==> config.mk <==
export PLATFORM = sky130hd
export DESIGN_NAME = i2c_light_sensor_master
export DESIGN_NICKNAME = d
export VERILOG_FILES = /design/src/sv/ilsm_pkg.sv /design/src/sv/i2c_light_sensor_master.sv
export VERILOG_INCLUDE_DIRS = /design/src /design/src/sv
export SDC_FILE = /design/constraint.sdc
export NUM_CORES = 1
export LEC_CHECK = 0
export BUFFER_PORTS_ARGS = -buffer_cell sky130_fd_sc_hd__clkbuf_2
export CELL_PAD_IN_SITES_DETAIL_PLACEMENT = 0
export CELL_PAD_IN_SITES_GLOBAL_PLACEMENT = 1
export CORE_MARGIN = 3
export CORE_UTILIZATION = 25
export DETAILED_ROUTE_END_ITERATION = 10
export PLACE_DENSITY = 0.47
export SETUP_SLACK_MARGIN = 0.3
export SYNTH_ARGS = -nofsm -noshare
export SYNTH_HDL_FRONTEND = slang
export SYNTH_SLANG_ARGS = --single-unit
export TNS_END_PERCENT = 10
==> constraint.sdc <==
create_clock -name clk -period 14.3 [get_ports clk]
set_input_delay 3.575 -clock clk [delete_from_list [all_inputs] [get_ports clk]]
set_output_delay 3.575 -clock clk [all_outputs]
set_load 0.05 [all_outputs]
==> src/sv/i2c_light_sensor_master_defines.svh <==
// Assertion macros shared by the light-sensor I2C master RTL.
// No dependencies; included by files that carry concurrent assertions.
`ifndef I2C_LIGHT_SENSOR_MASTER_DEFINES_SVH
`define I2C_LIGHT_SENSOR_MASTER_DEFINES_SVH

// Same-cycle implication, sampled on clk, off while rst_n is low
`define ILSM_ASSERT_NOW(label, ante, cons) \
    label: assert property (@(posedge clk) disable iff (!rst_n) (ante) |-> (cons)) \
        else $error("ilsm assertion failed");

// Next-cycle implication, sampled on clk, off while rst_n is low
`define ILSM_ASSERT_NEXT(label, ante, cons) \
    label: assert property (@(posedge clk) disable iff (!rst_n) (ante) |=> (cons)) \
        else $error("ilsm assertion failed");

`endif

==> src/sv/ilsm_pkg.sv <==
// Types, codes and helper functions for the light-sensor I2C master.
// No dependencies; used by i2c_light_sensor_master.
package ilsm_pkg;

    // Bus sequencer phases
    typedef enum logic [3:0] {
        PH_IDLE = 4'd0,
        PH_ST1  = 4'd1,
        PH_ST2  = 4'd2,
        PH_WB1  = 4'd3,
        PH_WB2  = 4'd4,
        PH_WB3  = 4'd5,
        PH_AK1  = 4'd6,
        PH_AK2  = 4'd7,
        PH_POLL = 4'd8,
        PH_RB1  = 4'd9,
        PH_RB2  = 4'd10,
        PH_KA1  = 4'd11,
        PH_KA2  = 4'd12,
        PH_SP1  = 4'd13,
        PH_SP2  = 4'd14
    } phase_t;

    // Which byte of the transaction is on the bus
    typedef enum logic [1:0] {
        STAGE_ADDR   = 2'd0,
        STAGE_FIRST  = 2'd1,
        STAGE_SECOND = 2'd2
    } stage_t;

    // Configuration register indexes
    localparam logic [1:0] CFG_DEVICE_ADDRESS = 2'd0;
    localparam logic [1:0] CFG_ACK_TIMEOUT    = 2'd1;
    localparam logic [1:0] CFG_QUANTUM_TICKS  = 2'd2;

    // Register reset values
    localparam logic [7:0] DEVICE_ADDRESS_RST = 8'd70;
    localparam logic [7:0] ACK_TIMEOUT_RST    = 8'd250;
    localparam logic [7:0] QUANTUM_TICKS_RST  = 8'd1;

    // Line levels packed as {clock, data, drive}
    localparam logic [2:0] LINES_IDLE     = 3'b111;
    localparam logic [2:0] LINES_RELEASE0 = 3'b010;
    localparam logic [2:0] LINES_RELEASE1 = 3'b110;
    localparam logic [2:0] LINES_START2   = 3'b101;
    localparam logic [2:0] LINES_STOP1    = 3'b001;
    localparam logic [2:0] LINES_STOP2    = 3'b101;

    // lux = floor(5*raw/6) as (raw * ceil(5*2^19/6)) >> 19, exact for raw < 2^18
    localparam int          LUX_SHIFT = 19;
    localparam logic [18:0] LUX_MULT  = 19'd436907;

    function automatic logic [15:0] lux_of(input logic [15:0] raw);
        logic [34:0] prod;
        prod = {19'd0, raw} * {16'd0, LUX_MULT};
        return prod[LUX_SHIFT +: 16];
    endfunction

endpackage

==> src/sv/i2c_light_sensor_master.sv <==
// Light-sensor I2C master: tick-driven bus sequencer with registered in/out words.
// Depends on ilsm_pkg and i2c_light_sensor_master_defines.svh.
//
// Usage:
//   Each input word is one bus tick: request, mode, command_byte and the sampled
//   sda_level. A request on an idle tick starts a transaction: mode 0 sends the
//   address byte and command_byte, mode 1 reads a two-byte measurement.
//   Each input word yields exactly one output word with the line levels to drive
//   (clock_line, data_out, data_drive), busy_res, done_res, ack_error, the last
//   raw_count and its lux value.
//   Path: an accepted word is held in the input word register, processed into the
//   output register and shows on the output port from there.
//   Throughput: one word per cycle unless out_ready stalls; the whole sequencer step,
//   including the lux multiply, sits between the input word register and the output register.
//   Stall: when out_ready is low the output register holds and the input register
//   keeps its word; in_ready drops only while both are full.
//   Config: cfg_ready is always high; write cfg_index/cfg_data while idle.
//   Reset: sequencer idle, lines driven high, measurement zero, registers at
//   address 70, ack timeout 250, one tick per quantum.
`include "i2c_light_sensor_master_defines.svh"

module i2c_light_sensor_master (
    input  logic        clk,
    input  logic        rst_n,
    // input channel
    input  logic        in_valid,
    output logic        in_ready,
    input  logic        request,
    input  logic        mode,
    input  logic [7:0]  command_byte,
    input  logic        sda_level,
    // output channel
    output logic        out_valid,
    input  logic        out_ready,
    output logic        clock_line,
    output logic        data_out,
    output logic        data_drive,
    output logic        busy_res,
    output logic        done_res,
    output logic        ack_error,
    output logic [15:0] raw_count,
    output logic [15:0] lux,
    // configuration channel
    input  logic        cfg_valid,
    output logic        cfg_ready,
    input  logic [1:0]  cfg_index,
    input  logic [7:0]  cfg_data
);

    // Configuration registers
    logic [7:0] device_address_reg;
    logic [7:0] ack_timeout_reg;
    logic [7:0] quantum_ticks_reg;

    // Input word register
    logic       s1_valid_reg;
    logic       s1_request_reg;
    logic       s1_mode_reg;
    logic [7:0] s1_command_reg;
    logic       s1_sda_reg;

    // Sequencer state
    ilsm_pkg::phase_t phase_reg, phase_next;
    ilsm_pkg::stage_t stage_reg, stage_next;
    logic [3:0]  bit_index_reg, bit_index_next;
    logic [9:0]  delay_reg, delay_next;
    logic [7:0]  poll_reg, poll_next;
    logic [7:0]  shift_reg, shift_next;
    logic [7:0]  command_reg, command_next;
    logic        mode_reg, mode_next;
    logic [15:0] measurement_reg, measurement_next;
    logic        error_reg, error_next;
    logic [2:0]  lines_reg, lines_next;
    logic        done_next;
    logic        poll_now;
    logic        ack_now;

    // Output register
    logic        out_valid_reg;
    logic [2:0]  out_lines_reg;
    logic        out_busy_reg;
    logic        out_done_reg;
    logic        out_error_reg;
    logic [15:0] out_raw_reg;
    logic [15:0] out_lux_reg;

    // Handshake
    logic advance;
    logic process;
    logic in_take;

    // Segment lengths of 1, 2 and 4 quanta
    logic [7:0] q_eff;
    logic [9:0] dly1, dly2, dly4;

    assign advance   = !out_valid_reg || out_ready;
    assign process   = s1_valid_reg && advance;
    assign in_ready  = !s1_valid_reg || advance;
    assign in_take   = in_valid && in_ready;
    assign cfg_ready = 1'b1;

    assign q_eff = (quantum_ticks_reg == 8'd0) ? 8'd1 : quantum_ticks_reg;
    assign dly1  = {2'b00, q_eff};
    assign dly2  = {1'b0, q_eff, 1'b0};
    assign dly4  = {q_eff, 2'b00};

    // Configuration writes
    always_ff @(posedge clk or negedge rst_n)
    begin
        if (!rst_n)
        begin
            device_address_reg <= ilsm_pkg::DEVICE_ADDRESS_RST;
            ack_timeout_reg    <= ilsm_pkg::ACK_TIMEOUT_RST;
            quantum_ticks_reg  <= ilsm_pkg::QUANTUM_TICKS_RST;
        end
        else if (cfg_valid && cfg_ready)
        begin
            case (cfg_index)
                ilsm_pkg::CFG_DEVICE_ADDRESS: device_address_reg <= cfg_data;
                ilsm_pkg::CFG_ACK_TIMEOUT:    ack_timeout_reg    <= cfg_data;
                ilsm_pkg::CFG_QUANTUM_TICKS:  quantum_ticks_reg  <= cfg_data;
                default: ;
            endcase
        end
    end

    // Input word register
    always_ff @(posedge clk or negedge rst_n)
    begin
        if (!rst_n)
        begin
            s1_valid_reg <= 1'b0;
        end
        else if (in_take)
        begin
            s1_valid_reg <= 1'b1;
        end
        else if (process)
        begin
            s1_valid_reg <= 1'b0;
        end
    end

    always_ff @(posedge clk)
    begin
        if (in_take)
        begin
            s1_request_reg <= request;
            s1_mode_reg    <= mode;
            s1_command_reg <= command_byte;
            s1_sda_reg     <= sda_level;
        end
    end

    // Sequencer step for one tick
    always_comb
    begin
        phase_next       = phase_reg;
        stage_next       = stage_reg;
        bit_index_next   = bit_index_reg;
        delay_next       = delay_reg;
        poll_next        = poll_reg;
        shift_next       = shift_reg;
        command_next     = command_reg;
        mode_next        = mode_reg;
        measurement_next = measurement_reg;
        error_next       = error_reg;
        lines_next       = lines_reg;
        done_next        = 1'b0;
        poll_now         = 1'b0;
        ack_now          = 1'b0;

        case (phase_reg)
            ilsm_pkg::PH_IDLE:
            begin
                if (s1_request_reg)
                begin
                    mode_next      = s1_mode_reg;
                    command_next   = s1_command_reg;
                    error_next     = 1'b0;
                    stage_next     = ilsm_pkg::STAGE_ADDR;
                    poll_next      = 8'd0;
                    bit_index_next = 4'd0;
                    phase_next     = ilsm_pkg::PH_ST1;
                    delay_next     = dly4;
                    lines_next     = ilsm_pkg::LINES_IDLE;
                end
            end
            ilsm_pkg::PH_POLL:
            begin
                poll_now = 1'b1;
            end
            default:
            begin
                if (delay_reg > 10'd1)
                begin
                    delay_next = delay_reg - 10'd1;
                end
                else
                begin
                    // end of the current segment
                    case (phase_reg)
                        ilsm_pkg::PH_ST1:
                        begin
                            phase_next = ilsm_pkg::PH_ST2;
                            delay_next = dly4;
                            lines_next = ilsm_pkg::LINES_START2;
                        end
                        ilsm_pkg::PH_ST2:
                        begin
                            bit_index_next = 4'd0;
                            shift_next     = device_address_reg + {7'd0, mode_reg};
                            phase_next     = ilsm_pkg::PH_WB1;
                            delay_next     = dly2;
                            lines_next     = {1'b0, shift_next[7], 1'b1};
                        end
                        ilsm_pkg::PH_WB1:
                        begin
                            phase_next = ilsm_pkg::PH_WB2;
                            delay_next = dly2;
                            lines_next = {1'b1, shift_reg[7], 1'b1};
                        end
                        ilsm_pkg::PH_WB2:
                        begin
                            phase_next = ilsm_pkg::PH_WB3;
                            delay_next = dly2;
                            lines_next = {1'b0, shift_reg[7], 1'b1};
                        end
                        ilsm_pkg::PH_WB3:
                        begin
                            shift_next     = {shift_reg[6:0], 1'b0};
                            bit_index_next = bit_index_reg + 4'd1;
                            if (bit_index_next[3])
                            begin
                                poll_next  = 8'd0;
                                phase_next = ilsm_pkg::PH_AK1;
                                delay_next = dly1;
                                lines_next = ilsm_pkg::LINES_RELEASE0;
                            end
                            else
                            begin
                                phase_next = ilsm_pkg::PH_WB1;
                                delay_next = dly2;
                                lines_next = {1'b0, shift_next[7], 1'b1};
                            end
                        end
                        ilsm_pkg::PH_AK1:
                        begin
                            phase_next = ilsm_pkg::PH_AK2;
                            delay_next = dly1;
                            lines_next = ilsm_pkg::LINES_RELEASE1;
                        end
                        ilsm_pkg::PH_AK2:
                        begin
                            poll_now = 1'b1;
                        end
                        ilsm_pkg::PH_RB1:
                        begin
                            phase_next = ilsm_pkg::PH_RB2;
                            delay_next = dly1;
                            lines_next = ilsm_pkg::LINES_RELEASE1;
                        end
                        ilsm_pkg::PH_RB2:
                        begin
                            shift_next     = {shift_reg[6:0], s1_sda_reg};
                            bit_index_next = bit_index_reg + 4'd1;
                            if (bit_index_next[3])
                            begin
                                // ack the first byte, nack the last
                                phase_next = ilsm_pkg::PH_KA1;
                                delay_next = dly2;
                                lines_next = {1'b0, (stage_reg != ilsm_pkg::STAGE_FIRST), 1'b1};
                            end
                            else
                            begin
                                phase_next = ilsm_pkg::PH_RB1;
                                delay_next = dly2;
                                lines_next = ilsm_pkg::LINES_RELEASE0;
                            end
                        end
                        ilsm_pkg::PH_KA1:
                        begin
                            phase_next = ilsm_pkg::PH_KA2;
                            delay_next = dly2;
                            lines_next = {1'b1, lines_reg[1], 1'b1};
                        end
                        ilsm_pkg::PH_KA2:
                        begin
                            if (stage_reg == ilsm_pkg::STAGE_FIRST)
                            begin
                                command_next   = shift_reg;
                                stage_next     = ilsm_pkg::STAGE_SECOND;
                                shift_next     = 8'd0;
                                bit_index_next = 4'd0;
                                phase_next     = ilsm_pkg::PH_RB1;
                                delay_next     = dly2;
                                lines_next     = ilsm_pkg::LINES_RELEASE0;
                            end
                            else
                            begin
                                measurement_next = {command_reg, shift_reg};
                                phase_next       = ilsm_pkg::PH_SP1;
                                delay_next       = dly4;
                                lines_next       = ilsm_pkg::LINES_STOP1;
                            end
                        end
                        ilsm_pkg::PH_SP1:
                        begin
                            phase_next = ilsm_pkg::PH_SP2;
                            delay_next = dly4;
                            lines_next = ilsm_pkg::LINES_STOP2;
                        end
                        ilsm_pkg::PH_SP2:
                        begin
                            phase_next = ilsm_pkg::PH_IDLE;
                            delay_next = 10'd0;
                            lines_next = ilsm_pkg::LINES_IDLE;
                            done_next  = 1'b1;
                        end
                        default:
                        begin
                            phase_next = ilsm_pkg::PH_IDLE;
                            delay_next = 10'd0;
                            lines_next = ilsm_pkg::LINES_IDLE;
                        end
                    endcase
                end
            end
        endcase

        // Acknowledge poll: low is ack, high counts until the timeout
        if (poll_now)
        begin
            if (!s1_sda_reg)
            begin
                ack_now = 1'b1;
            end
            else if (poll_reg >= ack_timeout_reg)
            begin
                error_next = 1'b1;
                phase_next = ilsm_pkg::PH_SP1;
                delay_next = dly4;
                lines_next = ilsm_pkg::LINES_STOP1;
            end
            else
            begin
                poll_next  = poll_reg + 8'd1;
                phase_next = ilsm_pkg::PH_POLL;
                lines_next = ilsm_pkg::LINES_RELEASE1;
            end
        end

        // Acknowledged: move on to the data byte or stop
        if (ack_now)
        begin
            if (stage_reg == ilsm_pkg::STAGE_ADDR)
            begin
                stage_next     = ilsm_pkg::STAGE_FIRST;
                bit_index_next = 4'd0;
                if (!mode_reg)
                begin
                    shift_next = command_reg;
                    phase_next = ilsm_pkg::PH_WB1;
                    delay_next = dly2;
                    lines_next = {1'b0, command_reg[7], 1'b1};
                end
                else
                begin
                    shift_next = 8'd0;
                    phase_next = ilsm_pkg::PH_RB1;
                    delay_next = dly2;
                    lines_next = ilsm_pkg::LINES_RELEASE0;
                end
            end
            else
            begin
                phase_next = ilsm_pkg::PH_SP1;
                delay_next = dly4;
                lines_next = ilsm_pkg::LINES_STOP1;
            end
        end
    end

    // Sequencer state register
    always_ff @(posedge clk or negedge rst_n)
    begin
        if (!rst_n)
        begin
            phase_reg       <= ilsm_pkg::PH_IDLE;
            stage_reg       <= ilsm_pkg::STAGE_ADDR;
            bit_index_reg   <= 4'd0;
            delay_reg       <= 10'd0;
            poll_reg        <= 8'd0;
            shift_reg       <= 8'd0;
            command_reg     <= 8'd0;
            mode_reg        <= 1'b0;
            measurement_reg <= 16'd0;
            error_reg       <= 1'b0;
            lines_reg       <= ilsm_pkg::LINES_IDLE;
        end
        else if (process)
        begin
            phase_reg       <= phase_next;
            stage_reg       <= stage_next;
            bit_index_reg   <= bit_index_next;
            delay_reg       <= delay_next;
            poll_reg        <= poll_next;
            shift_reg       <= shift_next;
            command_reg     <= command_next;
            mode_reg        <= mode_next;
            measurement_reg <= measurement_next;
            error_reg       <= error_next;
            lines_reg       <= lines_next;
        end
    end

    // Output register: valid flag
    always_ff @(posedge clk or negedge rst_n)
    begin
        if (!rst_n)
        begin
            out_valid_reg <= 1'b0;
        end
        else if (process)
        begin
            out_valid_reg <= 1'b1;
        end
        else if (out_ready)
        begin
            out_valid_reg <= 1'b0;
        end
    end

    // Output register: word
    always_ff @(posedge clk)
    begin
        if (process)
        begin
            out_lines_reg <= lines_next;
            out_busy_reg  <= (phase_next != ilsm_pkg::PH_IDLE);
            out_done_reg  <= done_next;
            out_error_reg <= done_next && error_next;
            out_raw_reg   <= measurement_next;
            out_lux_reg   <= ilsm_pkg::lux_of(measurement_next);
        end
    end

    assign out_valid  = out_valid_reg;
    assign clock_line = out_lines_reg[2];
    assign data_out   = out_lines_reg[1];
    assign data_drive = out_lines_reg[0];
    assign busy_res   = out_busy_reg;
    assign done_res   = out_done_reg;
    assign ack_error  = out_error_reg;
    assign raw_count  = out_raw_reg;
    assign lux        = out_lux_reg;

    // Assertions
    `ILSM_ASSERT_NOW(a_idle_lines, phase_reg == ilsm_pkg::PH_IDLE,
        lines_reg == ilsm_pkg::LINES_IDLE)
    `ILSM_ASSERT_NOW(a_poll_lines, phase_reg == ilsm_pkg::PH_POLL,
        lines_reg == ilsm_pkg::LINES_RELEASE1)
    `ILSM_ASSERT_NOW(a_timed_delay,
        phase_reg != ilsm_pkg::PH_IDLE && phase_reg != ilsm_pkg::PH_POLL,
        delay_reg != 10'd0)
    `ILSM_ASSERT_NOW(a_done_idle, out_valid_reg && out_done_reg,
        !out_busy_reg && out_lines_reg == ilsm_pkg::LINES_IDLE)
    `ILSM_ASSERT_NOW(a_error_with_done, out_valid_reg && out_error_reg, out_done_reg)
    `ILSM_ASSERT_NEXT(a_word_kept, s1_valid_reg && !process, s1_valid_reg)

endmodule
==> key figures, run 1 <==
Worst hold path
  – Worst min-delay path class: reg -> reg

Clock tree
  – Number of buffers added by the clock tree synthesis step: 17
  – CTS tree: yes
  – Clock transition at the register clock pins on the worst setup and hold paths after CTS: 0.07 ns
  – H-tree Lvls: 4
  – Post-CTS setup-driven buffer insertion count: 0
  – Clock latency on the worst-skew pair: 0.45 ns
  – Number of buffers inserted for hold repair after clock tree synthesis: 0
  – Clock tree root buffer cell: sky130_fd_sc_hd__clkbuf_16
  – # clock sinks: 140
  – Number of buffers on the longest clock path: 2
  – Resized cells post-CTS: 0

Placement
  – # port buffers: 65
  – Post-Place Cell Area: 12900 um2
  – Estimated wirelength of the detail-placed design: ~28000 um
  – Gpl congestion: 0.828

Drt
  – Router iterations before antenna repair: 5
  – Count of unresolved DRC violations after routing: 0
  – Uppermost metal layer occupied by signal nets: met4
  – Ratio of routed vias to standard cells: between 4 and 5
  – Met3 wirelength from detailed routing: 921 um
  – M1 wire length: roughly 16000 um
  – Detailed router's first-iteration violation count: 509
  – Routed wire length: 35500 um
  – Via count: 8719
  – Met2 WL: 18300 um
  – Detailed-route wire length per cell: about 19 um
  – Final ANT Viol Nets: 0

Critical path
  – Worst stage delay on the critical path: slightly above 0.8 ns
  – Largest delay contributor family on the critical path: adder cells
  – Critical path startpoint category: flop
  – Crit. End Element: flop
  – Cell chain of the critical path: or2_2, nor2_1, or4_1, nor2_2, mux2_2, ha_1, fa_1, inv_1, fa_1, inv_1, fa_1, inv_1, fa_1, inv_1, fa_1, ha_1, o21ai_0, nand2b_1, a211oi_1, o31ai_1, o211ai_2, a211oi_4, mux2i_1, nand3_1
  – Crit Path Class: reg -> reg
  – CP arrival: 9.16 ns
  – Buffer and inverter count on the worst path: 4
  – Setup slack, reg-to-reg: around 5.3 ns
  – Required time worst endpoint: 14.49 ns
  – Slowest cell on crit path: sky130_fd_sc_hd__nor2_2
  – Most common cell on crit path: sky130_fd_sc_hd__fa_1
  – Worst-path fanout max: 24

Yosys
  – Portion of the post-synthesis area used by sequential elements: 31.8%
  – Synthesized flop and latch total: 140
  – Number of unique standard cell types used by synthesis: 72
  – Post-synth top cells: 165 x sky130_fd_sc_hd__inv_1, 140 x sky130_fd_sc_hd__ha_1, 87 x sky130_fd_sc_hd__nand2_1, 85 x sky130_fd_sc_hd__fa_1
  – Leading area contributor after synthesis: sky130_fd_sc_hd__dfrtp_1
  – Leading cell type by number of instances after synthesis: sky130_fd_sc_hd__inv_1
  – Number of synthesized flops with an enable pin: 49
  – Share of flip-flops with an asynchronous set or reset after synthesis: 65.0%
  – Area share of the largest cell type after synthesis: 16.5%
  – Post-synthesis average cell area: between 9 and 10 um2
  – Mapped Nets: 1436
  – Netlist Area Pre-Place: 11800 um2
  – Warnings from Yosys: 0
  – Synth Instances: 1185
  – Top cells by area in the synthesized netlist: sky130_fd_sc_hd__dfrtp_1 16%, sky130_fd_sc_hd__ha_1 15%, sky130_fd_sc_hd__fa_1 14%, sky130_fd_sc_hd__edfxtp_1 12%, sky130_fd_sc_hd__inv_1 5.2%
  – Main synth FF type: sky130_fd_sc_hd__dfrtp_1

Global routing
  – First-pass GRT wire length: 55700 um
  – Remaining global-route overflow: 0
  – Overall fraction of global-route tracks in use: 14.6%
  – Initial antenna violation count: 0
  – Vias in the first global route: 9158
  – Maximum number of pins on one net before global-route repair: 63

Timing
  – Worst clock skew on the final layout: 0.0116 ns
  – Setup repair after global routing missed its margin: false
  – Post-Route Setup TNS: 0 ns
  – Number of hold violations in the final report: 0
  – Worst Max-Slew Pin Slew: 1.13 ns
  – Minimum clock period after layout: 8.96 ns
  – Number of setup violations in the final report: 0
  – Portion of the clock cycle consumed by the worst path in the final layout: 62.7%
  – Max-slew violation total from the final report: 0
  – Relative slew slack: 24.2%
  – Achievable Freq: between 100 and 150 MHz

Layout
  – Count of antenna diodes in the layout: 0
  – Post-route design area: 13400 um2
  – Sequential Area: 3760 um2
  – Fraction of layout instances using a drive strength above 1: 14.0%
  – Util after Layout: 28.8%
  – Footprint of the multi-input gates: 7340 um2
  – Area growth syn-to-layout: 13.3%
  – Total Nets Final: approximately 1500
  – Layout filler cell count: 4991

Die
  – Horiz. Die Dim: about 220 um
  – Initial Utilization: 25.4%
  – Die footprint: 50000 um2
  – Count of boundary I/O pins: 67
  – Placeable Area: 46700 um2
  – Die height: 224 um
  – Std-Cell Rows: around 80

Flow run
  – Number of max-cap violations: 0

Outcome
  – Outcome: finished clean
-- final timing paths --
kind / start / end / depth (start not counted)
hold / removal: measurement_reg[2] / measurement_reg[2] / 2
hold reg to reg: measurement_reg[2] / measurement_reg[2] / 2
setup / recovery: phase_reg[0] / lux[10] / 24
max in group asynchronous: rst_n / shift_reg[6] / 2
setup reg to reg: phase_reg[0] / lux[10] / 24
min in group asynchronous: rst_n / delay_reg[7] / 1
-- placed cells by master, fill, tap and decap left out, drive strengths merged, types with 11 or more instances in the layout --
| cell | synthesis | final |
|---|---|---|
| edfxtp | 49 | 49 |
| nand2 | 87 | 87 |
| a21o | 20 | 20 |
| nand3 | 22 | 22 |
| nand2b | 14 | 14 |
| nor2 | 79 | 79 |
| o21ai | 81 | 81 |
| mux2 | 42 | 42 |
| dfrtp | 78 | 78 |
| and3 | 11 | 11 |
| nor2b | 11 | 11 |
| inv | 165 | 170 |
| clkbuf | 21 | 82 |
| mux2i | 14 | 14 |
| nor3 | 22 | 22 |
| a22oi | 13 | 13 |
| xnor2 | 21 | 21 |
| ha | 140 | 140 |
| dfstp | 13 | 13 |
| a21oi | 51 | 51 |
| fa | 85 | 85 |
-- layout make-up --
| type | instances | share of cell area, % |
|---|---|---|
| multi-input combinational | 848 | 54.7 |
| sequential | 140 | 28.1 |
| tap | 607 | 5.66 |
| inverter | 165 | 4.62 |
| clock buffer | 18 | 3.20 |
| timing repair buffer | 74 | 2.95 |
| clock inverter | 14 | 0.839 |
-- tightest hold or removal path: stages, from the launching register on --
cell	delay, ns
sky130_fd_sc_hd__dfrtp_1	0.34
sky130_fd_sc_hd__nand2_1	0.04
sky130_fd_sc_hd__o21ai_0	0.06
-- metrics by stage --
step,cells,hold slack (ns),setup WS [ns]
floorplan,1185,0.446,6.67
global placement,1834,0.462,5.46
detailed placement,1834,0.470,5.31
CTS,1866,0.484,5.26
global route,1866,0.514,4.80
finish,1866,0.478,5.34
-- cells by family (layout without fill, tap and decap cells) --
kind of cell               Yosys count  in the layout  share of synthesized area, %
AOI/OAI and AO/OA                  247            247                          13.6
muxes                               56             56                          5.17
DFF                                140            140                          31.8
other                                1              1                        0.0317
and+or+nand+nor                    288            288                          11.5
buffers and inverters              197            271                          6.37
adders and majority gates          225            225                          29.1
xor gates and xnor gates            31             31                          2.36
-- routing by layer --
metal / up-vias / GRT usage, %
met5: - / 0
met4: 0 / 3.18
met3: 20 / 2.45
met2: 122 / 25.8
met1: 4318 / 18.7
li1: 4259 / -
Power of run 1 is not shown: default switching activity piles up to over one toggle a cycle in this logic, so the estimate is an artifact.
==> inputs of run 2 (changes only) <==
PLACE_DENSITY = 0.48   (was 0.47)
clock period = 7.22 ns   (was 14.3 ns; I/O delays follow)
==> run 2 against run 1 <==
Global-route usage up 0.62 points; worst hold slack got worse by 0.0065 ns; cell area up 6.7%; die area stayed put; critical endpoint is now lux[15]; critical path depth fell by 1; worst setup slack worse by 5.2 ns; register-to-register slack worse by 5.2 ns; flip-flop and latch count did not move; non-clock buffer count increased by 75; sequential share of layout area fell by 1.8 points; clock skew grew 0.00088 ns; core utilization rose by 1.9 points.
==> key figures, run 2 (synthesis gave the netlist of run 1 again) <==
Clock tree
  – Number of buffers added by the clock tree synthesis step: 17 (unchanged)
  – Clock tree root buffer cell: sky130_fd_sc_hd__clkbuf_16
  – Clock latency on the worst-skew pair: 0.48 ns (+0.03 ns)
  – Number of buffers inserted for hold repair after clock tree synthesis: 0 (unchanged)
  – Number of buffers on the longest clock path: 2 (unchanged)
  – # clock sinks: 140 (unchanged)
  – CTS tree: yes
  – Clock transition at the register clock pins on the worst setup and hold paths after CTS: 0.07 ns (about the same)
  – H-tree Lvls: 4 (unchanged)

Critical path
  – Critical path startpoint category: flop
  – Crit Path Class: reg -> reg
  – Most common cell on crit path: sky130_fd_sc_hd__fa_1
  – Slowest cell on crit path: sky130_fd_sc_hd__fa_1
  – Buffer and inverter count on the worst path: 4 (unchanged)
  – Worst stage delay on the critical path: 0.61 ns (-0.21 ns)
  – Required time worst endpoint: 7.44 ns (-7.05 ns)
  – Worst-path fanout max: 7 (-71%)
  – Largest delay contributor family on the critical path: adder cells
  – CP arrival: 7.33 ns (-1.83 ns)
  – Crit. End Element: flop
  – Cell chain of the critical path: or4_4, or4_4, nor2_4, buf_12, mux2_4, ha_4, fa_2, fa_1, inv_2, fa_1, fa_1, inv_1, fa_1, ha_4, nand4_1, nor2_2, nand3_2, a21oi_4, nor2_1, buf_4, o211ai_1, a31oi_1, xnor2_1

Global routing
  – Maximum number of pins on one net before global-route repair: 70 (+11%)
  – Remaining global-route overflow: 0 (unchanged)
  – Overall fraction of global-route tracks in use: 15.2% (+0.62 points)
  – First-pass GRT wire length: 57400 um (+3.0%)
  – Vias in the first global route: 9545 (+4.2%)
  – Initial antenna violation count: 0 (unchanged)

Timing
  – Setup repair after global routing missed its margin: true
  – Worst Max-Slew Pin Slew: 1.09 ns (-0.0391 ns)
  – Number of setup violations in the final report: 0 (unchanged)
  – Post-Route Setup TNS: 0 ns (unchanged)
  – Number of hold violations in the final report: 0 (unchanged)
  – Minimum clock period after layout: 7.11 ns (-1.85 ns)
  – Max-slew violation total from the final report: 0 (unchanged)
  – Portion of the clock cycle consumed by the worst path in the final layout: 98.5% (+36 points)
  – Worst clock skew on the final layout: 0.0125 ns (+0.000878 ns)
  – Relative slew slack: 26.9% (+2.8 points)
  – Achievable Freq: 141 MHz (+26%)

Die
  – Initial Utilization: 25.4% (unchanged)
  – Die footprint: 50000 um2 (unchanged)
  – Horiz. Die Dim: 224 um (unchanged)
  – Die height: 224 um (unchanged)
  – Placeable Area: 46700 um2 (unchanged)
  – Count of boundary I/O pins: 67 (unchanged)
  – Std-Cell Rows: 79 (unchanged)

Worst hold path
  – Worst min-delay path class: reg -> reg

Drt
  – Via count: 9067 (+4.0%)
  – Detailed router's first-iteration violation count: 513 (+0.79%)
  – Detailed-route wire length per cell: 18.8 um (-1.4%)
  – Router iterations before antenna repair: 7 (+2)
  – Count of unresolved DRC violations after routing: 0 (unchanged)
  – Routed wire length: 36500 um (+2.6%)
  – Ratio of routed vias to standard cells: 4.67 (about the same)
  – Final ANT Viol Nets: 0 (unchanged)

Placement
  – Gpl congestion: 0.829 (+0.19%)
  – Cell total after placement: 1900 (+3.6%)
  – Post-Place Cell Area: 13500 um2 (+4.7%)
  – Estimated wirelength of the detail-placed design: 28600 um (+4.1%)
  – # port buffers: 65 (unchanged)

Outcome
  – Outcome: finished clean

Layout
  – Fraction of layout instances using a drive strength above 1: 22.1% (+8.1 points)
  – Util after Layout: 30.7% (+1.9 points)
  – Final standard cell count with taps included and fillers excluded: 1941 (+4.0%)
  – Count of antenna diodes in the layout: 0 (unchanged)
  – Total Nets Final: 1572 (+5.0%)
  – Area growth syn-to-layout: 20.8%
  – Post-route design area: 14300 um2 (+6.7%)
  – Most common cell after layout, fill and taps aside: sky130_fd_sc_hd__inv_1
  – Leading cell types in the layout, fill and taps excluded: 155 x sky130_fd_sc_hd__inv_1, 129 x sky130_fd_sc_hd__ha_1, 86 x sky130_fd_sc_hd__nand2_1, 82 x sky130_fd_sc_hd__fa_1, 82 x sky130_fd_sc_hd__buf_4

Flow run
  – Number of max-cap violations: 0 (unchanged)
-- run 2: worst paths after layout --
path | slack (ns) | endpoint | start | cells past startpoint
worst max-delay path | 0.11 | lux[15] | delay_reg[9] | 23
worst min-delay path | 0.47 | lines_reg[2] | lines_reg[2] | 2
worst max register to register | 0.11 | lux[15] | delay_reg[9] | 23
worst min register to register | 0.47 | lines_reg[2] | lines_reg[2] | 2
max in group asynchronous | 4.70 | ack_timeout_reg[0] | rst_n | 2
min in group asynchronous | 1.23 | delay_reg[4] | rst_n | 1
-- run 2: cell type report --
cell class / instances / area, um2
Fill cell: 4977 / 32300
Inverter: 165 / 619
Multi-Input combinational cell: 848 / 7620
Clock inverter: 15 / 138
Clock buffer: 17 / 425
Tap cell: 607 / 759
Sequential cell: 140 / 3760
Timing Repair Buffer: 149 / 987
-- run 2: metal layers --
metal / GRT usage (%) / part of all wire, % / vias to the layer above / routed length [um]
li1: - / - / 4417 / -
met1: 19.5 / 45 / 4483 / 16600
met2: 26.1 / 50 / 132 / 18300
met3: 2.86 / 2.8 / 35 / 1010
met4: 4.48 / 1.6 / 0 / 580
met5: 0 / 0 / - / 0
-- run 2: repair_timing --
item	CTS	global route
pin swaps	21	11
gates resized for setup	19	20
setup buffers	9	0
setup endpoints to repair	16	16
-- run 2: metrics by stage --
| step | hold WS (ns) | worst slack [ns] |
|---|---|---|
| floorplan | 0.446 | 0.310 |
| global placement | 0.462 | -0.194 |
| detailed placement | 0.468 | -0.175 |
| CTS | 0.476 | 0.0658 |
| global route | 0.498 | -0.128 |
| finish | 0.472 | 0.109 |
-- run 2: tightest hold or removal path, stage by stage, from the launching register on --
cell and delay, ns:
sky130_fd_sc_hd__dfstp_2 0.38, sky130_fd_sc_hd__nand2_1 0.05, sky130_fd_sc_hd__nand2_1 0.04
Power of run 2 is left out for the same reason.
==> inputs of run 3 (changes only) <==
PLACE_DENSITY = 0.53   (was 0.48)
clock period = 6.8 ns   (was 7.22 ns; I/O delays follow)
==> run 3 against run 2 <==
The run now ends with setup timing left; count of clock-buffer cells in the layout unchanged; sequential share of layout area decreased by 1.4 points; cell area increased by 5.7%; cell count increased by 3.7%; routed wire length decreased by 2.0%; first-iteration DRC count increased by 12%; worst hold slack improved by 0.0066 ns; die area unchanged; flip-flop and latch count unchanged; critical path depth increased by 2; register-to-register slack got worse by 0.51 ns; clock skew decreased by 0.0029 ns.
==> key figures, run 3 (synthesis gave the netlist of run 1 again) <==
Layout
  – Layout filler cell count: 4857 (-2.4%)
  – Area growth syn-to-layout: 27.7%
  – Most common cell after layout, fill and taps aside: sky130_fd_sc_hd__inv_1
  – Sequential Area: 3760 um2 (unchanged)
  – Total Nets Final: 1644 (+4.6%)
  – Util after Layout: 32.4% (+1.7 points)
  – Fraction of layout instances using a drive strength above 1: 27.8% (+5.7 points)
  – Footprint of the multi-input gates: 7780 um2 (+2.0%)
  – Count of antenna diodes in the layout: 0 (unchanged)
  – Leading cell types in the layout, fill and taps excluded: 149 x sky130_fd_sc_hd__inv_1, 146 x sky130_fd_sc_hd__buf_4, 120 x sky130_fd_sc_hd__ha_1, 86 x sky130_fd_sc_hd__nand2_1, 78 x sky130_fd_sc_hd__dfrtp_1

Drt
  – Ratio of routed vias to standard cells: 4.65 (-0.42%)
  – Routed wire length: 35700 um (-2.0%)
  – Detailed-route wire length per cell: 17.7 um (-5.5%)
  – Count of unresolved DRC violations after routing: 0 (unchanged)
  – Final ANT Viol Nets: 0 (unchanged)
  – Detailed router's first-iteration violation count: 572 (+12%)
  – Router iterations before antenna repair: 5 (-2)
  – Via count: 9364 (+3.3%)

Die
  – Horiz. Die Dim: 224 um (unchanged)
  – Placeable Area: 46700 um2 (unchanged)
  – Die height: 224 um (unchanged)
  – Std-Cell Rows: 79 (unchanged)
  – Count of boundary I/O pins: 67 (unchanged)
  – Die footprint: 50000 um2 (unchanged)
  – Initial Utilization: 25.4% (unchanged)

Clock tree
  – Number of buffers added by the clock tree synthesis step: 17 (unchanged)
  – Clock transition at the register clock pins on the worst setup and hold paths after CTS: 0.07 ns (about the same)
  – Number of buffers on the longest clock path: 2 (unchanged)
  – Clock latency on the worst-skew pair: 0.45 ns (-0.03 ns)
  – CTS tree: yes
  – # clock sinks: 140 (unchanged)
  – Clock tree root buffer cell: sky130_fd_sc_hd__clkbuf_16
  – H-tree Lvls: 4 (unchanged)

Timing
  – Worst clock skew on the final layout: 0.00954 ns (-0.00293 ns)
  – Achievable Freq: 139 MHz (-1.2%)
  – Setup WS post-layout: -0.397 ns (-0.506 ns)
  – Worst Max-Slew Pin Slew: 1.15 ns (+0.0579 ns)
  – Portion of the clock cycle consumed by the worst path in the final layout: 106% (+7.3 points)
  – Minimum clock period after layout: 7.20 ns (+0.0858 ns)
  – Number of setup violations in the final report: 15 (+15)
  – Setup repair after global routing missed its margin: true
  – Relative slew slack: 23.1% (-3.9 points)
  – Max-slew violation total from the final report: 0 (unchanged)
  – Number of hold violations in the final report: 0 (unchanged)

Critical path
  – Startpoint of the most critical setup path: delay_reg[3]
  – Worst-path fanout max: 4 (-3)
  – Reg-to-reg startpoint: delay_reg[3]
  – Worst stage delay on the critical path: 0.62 ns (about the same)
  – Worst R2R End: lux[10]
  – Setup slack, reg-to-reg: -0.40 ns (-0.51 ns)
  – CP arrival: 7.40 ns (+0.07 ns)
  – Crit. End Element: flop
  – Endpoint of the most critical setup path: lux[10]
  – Reg2Reg Depth: 25 (+8.7%)
  – Critical path startpoint category: flop
  – Required time worst endpoint: 7.00 ns (-0.44 ns)
  – Slowest cell on crit path: sky130_fd_sc_hd__fa_2
  – Crit Path Class: reg -> reg

Global routing
  – Remaining global-route overflow: 0 (unchanged)
  – Overall fraction of global-route tracks in use: 14.7% (-0.50 points)
  – Vias in the first global route: 9777 (+2.4%)
  – Initial antenna violation count: 1 (+1)
  – First-pass GRT wire length: 56700 um (-1.2%)
  – Maximum number of pins on one net before global-route repair: 71 (+1.4%)

Outcome
  – Outcome: finished with violations
  – Violations in the final reports: setup timing

Placement
  – # port buffers: 65 (unchanged)
  – Gpl congestion: 0.832 (+0.30%)
  – Estimated wirelength of the detail-placed design: 27800 um (-2.9%)

Flow run
  – Number of max-cap violations: 0 (unchanged)

Worst hold path
  – Worst min-delay path class: reg -> reg
## run 3: changes by cell type in the layout (fill, tap and decap cells not counted), sizes merged
cell,change
clkinvlp,-1
clkinv,-5
bufinv,+1
inv,+5
bufbuf,+1
buf,+71
## run 3: what timing repair did
action | CTS | global route
buffers inserted | 8 | 9
cloned | 1 | 0
pin swaps | 27 | 40
hold buffers | 0 | 0
setup endpoints to repair | 16 | 16
hold endpoints to repair | 0 | 0
resized for setup | 29 | 45
## run 3: critical path, delay by kind of cell (launching register included)
kind / cells / cell delay (ns)
adder cells (fa/ha/maj): 7 / 3.18
multiplexers: 2 / 0.52
AO/OA/AOI/OAI: 5 / 1.00
flip-flops: 1 / 0.38
AND/OR/NAND/NOR: 5 / 1.42
buffers and inverters: 6 / 0.44
## run 3: layer usage
| layer | track usage, % | wire length (um) | vias to the layer above |
|---|---|---|---|
| met2 | 25.1 | 17700 | 146 |
| li1 | - | - | 4570 |
| met5 | 0 | 0 | - |
| met1 | 19.1 | 16400 | 4608 |
| met4 | 4.04 | 682 | 0 |
| met3 | 2.71 | 947 | 40 |
## run 3: metrics by stage
step | std cells | area (um2) | TNS [ns] | hold WS, ns | worst slack (ns)
2_1_floorplan | 1185 | 12000 | -0.494 | 0.446 | -0.110
4_1_cts | 2004 | 14800 | -3.01 | 0.482 | -0.340
3_5_place_dp | 1963 | 14000 | -6.11 | 0.470 | -0.547
3_3_place_gp | 1963 | 14000 | -5.93 | 0.464 | -0.561
5_1_grt | 2013 | 15100 | -7.61 | 0.532 | -0.607
6_report | 2013 | 15100 | -4.27 | 0.478 | -0.397
## run 3: worst min path at each step
| stage | startpoint | end | slack (ns) | cells after the start |
|---|---|---|---|---|
| 2_1_floorplan | lines_reg[2] | lines_reg[2] | 0.45 | 2 |
| 3_3_place_gp | measurement_reg[5] | measurement_reg[5] | 0.46 | 2 |
| 3_5_place_dp | measurement_reg[5] | measurement_reg[5] | 0.47 | 2 |
| 4_1_cts | lines_reg[2] | lines_reg[2] | 0.48 | 2 |
| 5_1_grt | s1_valid_reg | out_valid | 0.53 | 1 |
| 6_report | lines_reg[2] | lines_reg[2] | 0.48 | 2 |
## run 3: cell type report
type	count	share of cell area, %
multi-input cells	848	51.4
flip-flops and latches	140	24.9
repair buffers	221	10.6
well taps	607	5.02
inverters	165	4.11
clock buffers	17	2.81
clock inverters	15	1.16
Power of run 3 is left out for the same reason.
